[src/hw/rtl/bxavg_pkg.sv]
// Shared types and constants for the boxcar average decimator.
package bxavg_pkg;

    // Width of the rate register, fixed by the register map.
    localparam int RATE_W = 9;

    // Controller states.
    typedef enum logic [1:0] {
        ST_ACC,     // taking samples
        ST_DIV,     // shift-subtract divide in progress
        ST_FIN      // quotient ready, waiting for the output register
    } state_t;

    // Controller to datapath commands.
    typedef struct packed {
        logic accum;     // accepted beat, not the last of the block
        logic start;     // accepted beat closing the block: load divider
        logic step;      // one divide iteration
        logic out_load;  // move the signed quotient to the output register
    } cmd_t;

    // Datapath to controller status.
    typedef struct packed {
        logic last;      // current count plus one reaches the rate
        logic step_last; // divider on its final iteration
        logic out_free;  // output register empty or draining this cycle
    } sts_t;

endpackage

[src/hw/rtl/bxavg_ctrl.sv]
// Controller state machine for the boxcar average decimator.
module bxavg_ctrl
    import bxavg_pkg::*;
(
    input  logic aclk,
    input  logic aresetn,
    input  logic s_valid,
    output logic s_ready,
    input  sts_t sts,
    output cmd_t cmd
);

    state_t state_reg;
    state_t state_next;

    always_ff @(posedge aclk) begin
        if (!aresetn) begin
            state_reg <= ST_ACC;
        end else begin
            state_reg <= state_next;
        end
    end

    // Next state.
    always_comb begin
        state_next = state_reg;
        case (state_reg)
            ST_ACC: begin
                if (s_valid && sts.last) begin
                    state_next = ST_DIV;
                end
            end
            ST_DIV: begin
                if (sts.step_last) begin
                    state_next = ST_FIN;
                end
            end
            ST_FIN: begin
                if (sts.out_free) begin
                    state_next = ST_ACC;
                end
            end
            default: state_next = ST_ACC;
        endcase
    end

    // Outputs.
    always_comb begin
        s_ready      = 1'b0;
        cmd          = '0;
        case (state_reg)
            ST_ACC: begin
                s_ready   = 1'b1;
                cmd.accum = s_valid && !sts.last;
                cmd.start = s_valid && sts.last;
            end
            ST_DIV: begin
                cmd.step = 1'b1;
            end
            ST_FIN: begin
                cmd.out_load = sts.out_free;
            end
            default: begin
                s_ready = 1'b0;
            end
        endcase
    end

endmodule

[src/hw/rtl/bxavg_dp.sv]
// Datapath: rate register, accumulator, shift-subtract divider, output register.
module bxavg_dp
    import bxavg_pkg::*;
#(
    parameter int SAMPLE_BITS = 16,
    parameter int MAX_RATE    = 256
) (
    input  logic                          aclk,
    input  logic                          aresetn,
    input  logic                          cfg_wr_en,
    input  logic [RATE_W-1:0]             cfg_wr_data,
    input  logic signed [SAMPLE_BITS-1:0] s_sample_in,
    output logic                          m_valid,
    input  logic                          m_ready,
    output logic signed [SAMPLE_BITS-1:0] m_average_out,
    input  cmd_t                          cmd,
    output sts_t                          sts
);

    // Sum of up to 2**RATE_W - 1 samples.
    localparam int SUM_W  = SAMPLE_BITS + RATE_W;
    localparam int STEP_W = $clog2(SUM_W);

    logic [RATE_W-1:0]             rate_reg,  rate_next;
    logic signed [SUM_W-1:0]       sum_reg,   sum_next;
    logic [RATE_W-1:0]             count_reg, count_next;
    logic [RATE_W-1:0]             rem_reg,   rem_next;
    logic [SUM_W-1:0]              quo_reg,   quo_next;
    logic                          neg_reg,   neg_next;
    logic [STEP_W-1:0]             step_reg,  step_next;
    logic                          out_valid_reg, out_valid_next;
    logic signed [SAMPLE_BITS-1:0] out_reg,   out_next;

    logic [RATE_W-1:0]             cfg_rate;
    logic signed [SUM_W-1:0]       total;
    logic [SUM_W-1:0]              total_mag;
    logic [RATE_W:0]               trial;
    logic [RATE_W:0]               trial_diff;
    logic                          trial_ge;
    logic [SUM_W-1:0]              quo_signed;

    // Zero acts as one, anything above MAX_RATE as MAX_RATE.
    always_comb begin
        if (cfg_wr_data == '0) begin
            cfg_rate = RATE_W'(1);
        end else if (32'(cfg_wr_data) > 32'(MAX_RATE)) begin
            cfg_rate = RATE_W'(MAX_RATE);
        end else begin
            cfg_rate = cfg_wr_data;
        end
    end

    assign total     = sum_reg + SUM_W'(s_sample_in);
    assign total_mag = total[SUM_W-1] ? SUM_W'(-total) : SUM_W'(total);

    assign trial      = {rem_reg, quo_reg[SUM_W-1]};
    assign trial_diff = trial - {1'b0, rate_reg};
    assign trial_ge   = (trial >= {1'b0, rate_reg});
    assign quo_signed = neg_reg ? (~quo_reg + SUM_W'(1)) : quo_reg;

    always_comb begin
        rate_next      = rate_reg;
        sum_next       = sum_reg;
        count_next     = count_reg;
        rem_next       = rem_reg;
        quo_next       = quo_reg;
        neg_next       = neg_reg;
        step_next      = step_reg;
        out_next       = out_reg;
        out_valid_next = out_valid_reg;

        if (cfg_wr_en) begin
            rate_next  = cfg_rate;
            sum_next   = '0;
            count_next = '0;
        end else if (cmd.accum) begin
            sum_next   = total;
            count_next = count_reg + RATE_W'(1);
        end else if (cmd.start) begin
            sum_next   = '0;
            count_next = '0;
        end

        if (cmd.start) begin
            rem_next  = '0;
            quo_next  = total_mag;
            neg_next  = total[SUM_W-1];
            step_next = STEP_W'(SUM_W - 1);
        end else if (cmd.step) begin
            rem_next  = trial_ge ? trial_diff[RATE_W-1:0] : trial[RATE_W-1:0];
            quo_next  = {quo_reg[SUM_W-2:0], trial_ge};
            step_next = step_reg - STEP_W'(1);
        end

        if (cmd.out_load) begin
            out_next       = quo_signed[SAMPLE_BITS-1:0];
            out_valid_next = 1'b1;
        end else if (m_ready) begin
            out_valid_next = 1'b0;
        end
    end

    always_ff @(posedge aclk) begin
        if (!aresetn) begin
            rate_reg      <= RATE_W'(1);
            sum_reg       <= '0;
            count_reg     <= '0;
            out_valid_reg <= 1'b0;
        end else begin
            rate_reg      <= rate_next;
            sum_reg       <= sum_next;
            count_reg     <= count_next;
            out_valid_reg <= out_valid_next;
        end
    end

    always_ff @(posedge aclk) begin
        rem_reg  <= rem_next;
        quo_reg  <= quo_next;
        neg_reg  <= neg_next;
        step_reg <= step_next;
        out_reg  <= out_next;
    end

    assign sts.last      = ({1'b0, count_reg} + (RATE_W + 1)'(1)) == {1'b0, rate_reg};
    assign sts.step_last = (step_reg == '0);
    assign sts.out_free  = !out_valid_reg || m_ready;

    assign m_valid       = out_valid_reg;
    assign m_average_out = out_reg;

endmodule

[src/hw/rtl/boxcar_average_decimator.sv]
// Top level of the boxcar average decimator: controller plus datapath.
//
//   channel  | handshake          | payload
//   ---------+--------------------+----------------------------------
//   input    | s_valid / s_ready  | s_sample_in   (signed SAMPLE_BITS)
//   result   | m_valid / m_ready  | m_average_out (signed SAMPLE_BITS)
//   config   | cfg_wr_en          | cfg_wr_data   (drop rate, 9 bits)
//
// A beat that does not close a block is added to the running sum and the
// next beat can follow at once. The beat that closes a block is accepted,
// then the shift-subtract divider works through the SAMPLE_BITS + 9 bit
// sum bit by bit, then the signed mean is loaded into the output
// register. s_ready is low during the divide and while a finished
// mean waits for a full output register to drain. The output register
// decouples the sides: a pending mean does not block new input beats.
// Synchronous reset sets the rate to 1 and clears sum, count and m_valid.
module boxcar_average_decimator
    import bxavg_pkg::*;
#(
    parameter int SAMPLE_BITS = 16,
    parameter int MAX_RATE    = 256
) (
    input  logic                          aclk,
    input  logic                          aresetn,
    // rate register write
    input  logic                          cfg_wr_en,
    input  logic [RATE_W-1:0]             cfg_wr_data,
    // sample input
    input  logic                          s_valid,
    output logic                          s_ready,
    input  logic signed [SAMPLE_BITS-1:0] s_sample_in,
    // averaged output
    output logic                          m_valid,
    input  logic                          m_ready,
    output logic signed [SAMPLE_BITS-1:0] m_average_out
);

    cmd_t cmd;
    sts_t sts;

    // Sequencing: accumulate, divide, hand off.
    bxavg_ctrl u_ctrl (
        .aclk    (aclk),
        .aresetn (aresetn),
        .s_valid (s_valid),
        .s_ready (s_ready),
        .sts     (sts),
        .cmd     (cmd)
    );

    // Rate register, running sum, divider and output register.
    bxavg_dp #(
        .SAMPLE_BITS (SAMPLE_BITS),
        .MAX_RATE    (MAX_RATE)
    ) u_dp (
        .aclk          (aclk),
        .aresetn       (aresetn),
        .cfg_wr_en     (cfg_wr_en),
        .cfg_wr_data   (cfg_wr_data),
        .s_sample_in   (s_sample_in),
        .m_valid       (m_valid),
        .m_ready       (m_ready),
        .m_average_out (m_average_out),
        .cmd           (cmd),
        .sts           (sts)
    );

    // A new mean never overwrites one that has not been taken.
    a_no_overwrite: assert property (@(posedge aclk) disable iff (!aresetn)
        cmd.out_load |-> (!m_valid || m_ready))
        else $error("output register overwritten while full");

    // Closing a block stops input until the mean is loaded into the output register.
    a_start_blocks: assert property (@(posedge aclk) disable iff (!aresetn)
        cmd.start |=> !s_ready)
        else $error("input accepted during divide");

    // A loaded mean shows up on the result port in the next cycle.
    a_load_shows: assert property (@(posedge aclk) disable iff (!aresetn)
        cmd.out_load |=> m_valid)
        else $error("loaded mean not presented");

endmodule
[config.mk]
export PLATFORM = sky130hd
export DESIGN_NAME = boxcar_average_decimator
export DESIGN_NICKNAME = d
export VERILOG_FILES = /design/src/hw/rtl/bxavg_pkg.sv /design/src/hw/rtl/bxavg_ctrl.sv /design/src/hw/rtl/bxavg_dp.sv /design/src/hw/rtl/boxcar_average_decimator.sv
export SDC_FILE = /design/constraint.sdc
export NUM_CORES = 1
export LEC_CHECK = 0
export ABC_AREA = 1
export ABC_CLOCK_PERIOD_IN_PS = 3560
export BUFFER_PORTS_ARGS = -buffer_cell sky130_fd_sc_hd__buf_2
export CELL_PAD_IN_SITES_DETAIL_PLACEMENT = 1
export CELL_PAD_IN_SITES_GLOBAL_PLACEMENT = 2
export CORE_ASPECT_RATIO = 2
export CORE_MARGIN = 2
export CORE_UTILIZATION = 30
export DETAILED_ROUTE_END_ITERATION = 8
export PLACE_DENSITY = 0.82
export SLEW_MARGIN = 20
export SYNTH_ARGS = -nofsm -noshare
export SYNTH_HDL_FRONTEND = slang
export SYNTH_HIERARCHICAL = 1
export SYNTH_SLANG_ARGS = --single-unit
[constraint.sdc]
create_clock -name aclk -period 3.56 [get_ports aclk]
set_input_delay 0.178 -clock aclk [delete_from_list [all_inputs] [get_ports aclk]]
set_output_delay 0.178 -clock aclk [all_outputs]
set_load 0.05 [all_outputs]
==> results.txt <==
----------------------------------------------------
[Floorplan]
  Vertical die dimension ... roughly 220 µm
  IO Pins ... between 40 and 50
  Placement row count ... 80
  Effective utilization at floorplan ... 0.3045
  Die footprint ... about 0.025 mm²
  Total core area ... approximately 0.024 mm²
  Width of the chip ... about 110 µm

[Power and ir drop]
  Static leakage ... 3.854 nW
  IR drop worst, VDD ... between 200 and 250 µV
  Power per cell area ... ~520 mW/mm²

[Yosys]
  Primary flip-flop cell chosen by synthesis mapping ... dfxtp_1
  Post-synthesis async set-or-reset flop share ... 0
  Avg Cell Area, Syn ... 6.694 µm²
  Area of the mapped netlist ... around 0.0072 mm²
  Number of synthesized flops with an enable pin ... between 40 and 50
  Yosys Warn Count ... 6
  Number of distinct standard cells referenced by the synthesized netlist ... 43
  Synth Register Bits ... ~100
  Number of standard cells after synthesis ... ~1100
  Synthesized Nets ... between 1000 and 1500
  Sequential fraction of the synthesis area ... 0.3409

[Finish]
  Layout Nets ... 1200
  Layout cell share with drive strength beyond 1 ... 0.09780
  Relative area change from synthesis to final layout ... 13.51%
  Antenna Diode Count ... 0
  Final Instance Area ... a little over 0.008 mm²

[Clock network]
  CTS Buf Count ... 9
  Sinks on Clock Net ... between 100 and 150
  CTS tree ... done
  Clock transition at the registers of the reported paths ... ~80 ps
  Number of post-CTS setup repair buffers ... 0
  Number of buffers inserted for hold repair after clock tree synthesis ... 0
  Root buf cell ... clkbuf_16
  Number of buffers on the longest clock path ... 2
  Worst skew pair latency ... about 370 ps
  CTS resizes ... 0
  Number of levels the H-tree was split into ... 3

[Setup path]
  Longest individual stage delay on the worst path ... 510 ps
  Most common cell type on the critical path ... nand2_1
  Cell type of the slowest stage on the worst timing path ... xor2_4
  Required time worst endpoint ... ~3700 ps
  Reg2reg setup slack ... around 330 ps
  Kind of critical path ... reg -> reg
  Critical Path, Cell by Cell ... ha_1, inv_1, fa_1, inv_1, nand3_2, nand2_4, nand2_2, nand2_1, nand2_1, nand2_2, nand2_2, nand2_4, xor2_4, o21ai_0, xor2_1, nand2_1, nand2_1
  Crit end category ... flip-flop
  Worst path arrival time ... 3360 ps
  Critical path startpoint category ... flip-flop
  Critical-path maximum fanout ... 21

[Route]
  Number of search-and-repair iterations in the first detailed-routing pass ... 4
  Detailed-route wire length ... 23.44 mm
  Average detailed-routed wire length per instance ... between 15 and 20 µm
  Count of nets left with antenna violations after detail routing ... 0
  DR vias ... 7058
  1st-iter DRT viols ... 253
  Routed via count divided by cell count ... approximately 5.0
  DRC violations left ... 0

[Placement]
  Cell Area, Placed ... roughly 0.0079 mm²
  Pre-CTS WS ... between 300 and 400 ps
  RD Place Congestion ... about 0.81
  Detail Placement HPWL ... 19.33 mm
  Number of I/O port buffers ... between 40 and 50

[STA]
  Normalized max-slew margin ... 0.5081
  Clock period minus worst slack ... between 3000 and 4000 ps
  Post-route clock period utilization ... 0.9073
  Highest clock rate ... 0.3096 GHz
  Max Transition Viols Final ... 0
  Actual transition at the worst max-transition pin ... between 700 and 800 ps
  Total Negative Setup Slacks ... 0 ps
  Worst setup margin ... 330.2 ps
  Worst clock skew ... between 8 and 9 ps
  Count of endpoints failing hold in the final timing report ... 0
  RSZ-0062 raised after global routing ... false
  Setup-violating endpoint count in the final report ... 0

[GRT]
  Wire length of the first global-routing pass ... 38.33 mm
  Tot GR Track Use ... 0.1934
  Remaining Overflow, GRT ... 0
  Largest net degree at the start of global routing ... 43
  Number of antenna violations at the first check in global routing ... 0
  Number of global-route vias before repair ... 7683

[Min path]
  Type of the tightest min-delay check ... in -> reg

[Run]
  Count of max-cap constraint violations ... 0

[Run status]
  Outcome ... finished clean

----------------------------------------------------
==> report_power, final <==
group | leakage [nW] | switching (mW) | internal (mW)
sequential | 0.877 | 0.119 | 1.40
combinational | 2.82 | 1.04 | 0.556
clock | 0.157 | 0.492 | 0.620
==> synth_stat cells, types with 2 or more instances <==
master | instances | area share
a211oi_1 | 2 | 0.0021
a21oi_1 | 67 | 0.046
a31oi_1 | 4 | 0.0035
a32o_1 | 3 | 0.0042
buf_1 | 6 | 0.0031
buf_2 | 2 | 0.0014
buf_4 | 2 | 0.0021
clkbuf_1 | 11 | 0.0057
dfxtp_1 | 60 | 0.17
edfxtp_1 | 42 | 0.17
fa_1 | 2 | 0.0055
ha_1 | 38 | 0.066
inv_1 | 145 | 0.075
inv_2 | 3 | 0.0016
nand2_1 | 367 | 0.19
nand2_2 | 8 | 0.0069
nand2_4 | 2 | 0.0031
nand3_1 | 85 | 0.059
nand4_1 | 14 | 0.012
nor2_1 | 79 | 0.041
nor2_2 | 4 | 0.0035
nor3_1 | 12 | 0.0083
nor4_1 | 2 | 0.0017
o211ai_1 | 3 | 0.0031
o21ai_0 | 31 | 0.021
o21ai_1 | 11 | 0.0076
o21bai_1 | 4 | 0.0042
o22ai_1 | 6 | 0.0052
o31ai_1 | 3 | 0.0031
or2_2 | 10 | 0.0087
or4_1 | 2 | 0.0021
xnor2_1 | 7 | 0.0085
xor2_1 | 32 | 0.039
==> cells in the final DEF (no fill, tap or decap), drive strengths merged, types with 2 or more instances in the layout <==
| master | n |
|---|---|
| or4 | 2 |
| clkinv | 5 |
| o21bai | 4 |
| a211oi | 2 |
| buf | 62 |
| o31ai | 3 |
| xnor2 | 7 |
| nand2 | 377 |
| o21ai | 42 |
| dfxtp | 60 |
| nand4 | 14 |
| fa | 2 |
| bufinv | 2 |
| o22ai | 6 |
| or2 | 10 |
| a32o | 3 |
| edfxtp | 42 |
| xor2 | 33 |
| ha | 38 |
| a21oi | 68 |
| a31oi | 4 |
| o211ai | 3 |
| inv | 148 |
| nor3 | 12 |
| nand3 | 86 |
| nor4 | 2 |
| nor2 | 83 |
| clkbuf | 9 |
==> per-stage QoR <==
step / utilization / power (mW) / hold WS [ps] / cells
floorplan: - / 2.655 / 316.7 / 1079
global placement: 0.3315 / 3.094 / 436.0 / 1406
detailed placement: 0.3315 / 3.142 / 444.1 / 1406
CTS: 0.3451 / 4.289 / 40.25 / 1422
global route: 0.3456 / 4.563 / 67.64 / 1422
finish: 0.3456 / 4.231 / 61.41 / 1422
==> layer usage <==
layer / global-route usage / routed length (µm) / vias up
li1: - / - / 3570
met1: 0.1792 / 8285 / 3372
met2: 0.4022 / 13890 / 77
met3: 0.02255 / 406 / 39
met4: 0.08655 / 862 / 0
met5: 0 / 0 / -
==> final timing paths <==
path / to / cells past startpoint / startpoint
worst min register to register: u_dp/rem_reg[8] / 2 / u_dp/rem_reg[8]
worst max register to register: u_dp/quo_reg[6] / 17 / u_dp/sum_reg[0]
worst min-delay path: u_dp/rate_reg[4] / 3 / cfg_wr_data[4]
worst max-delay path: u_dp/quo_reg[6] / 17 / u_dp/sum_reg[0]
==> worst max-delay path, delay by kind of cell (launching register included) <==
family,cells,cell delay [ps]
buffers and inverters,2,180
DFF,1,340
and+or+nand+nor,10,860
adders and majority gates,2,630
xor gates and xnor gates,2,710
AOI/OAI and AO/OA,1,250
==> layout make-up <==
cell class,count,area (µm²)
fill,3040,15520
multi-input combinational,806,4123
sequential,102,2462
inverter,149,559.3
timing repair buffer,62,372.9
tap,287,359.1
clock buffer,9,225.2
clock inverter,7,97.59
==> cell families after synthesis <==
group / after synthesis / synth area share
xor gates and xnor gates: 40 / 0.05110
buffers and inverters: 171 / 0.09129
DFF: 102 / 0.3409
and+or+nand+nor: 590 / 0.3423
AOI/OAI and AO/OA: 136 / 0.1031
adders and majority gates: 40 / 0.07137
Note: power is estimated with default switching activity, not from simulation.
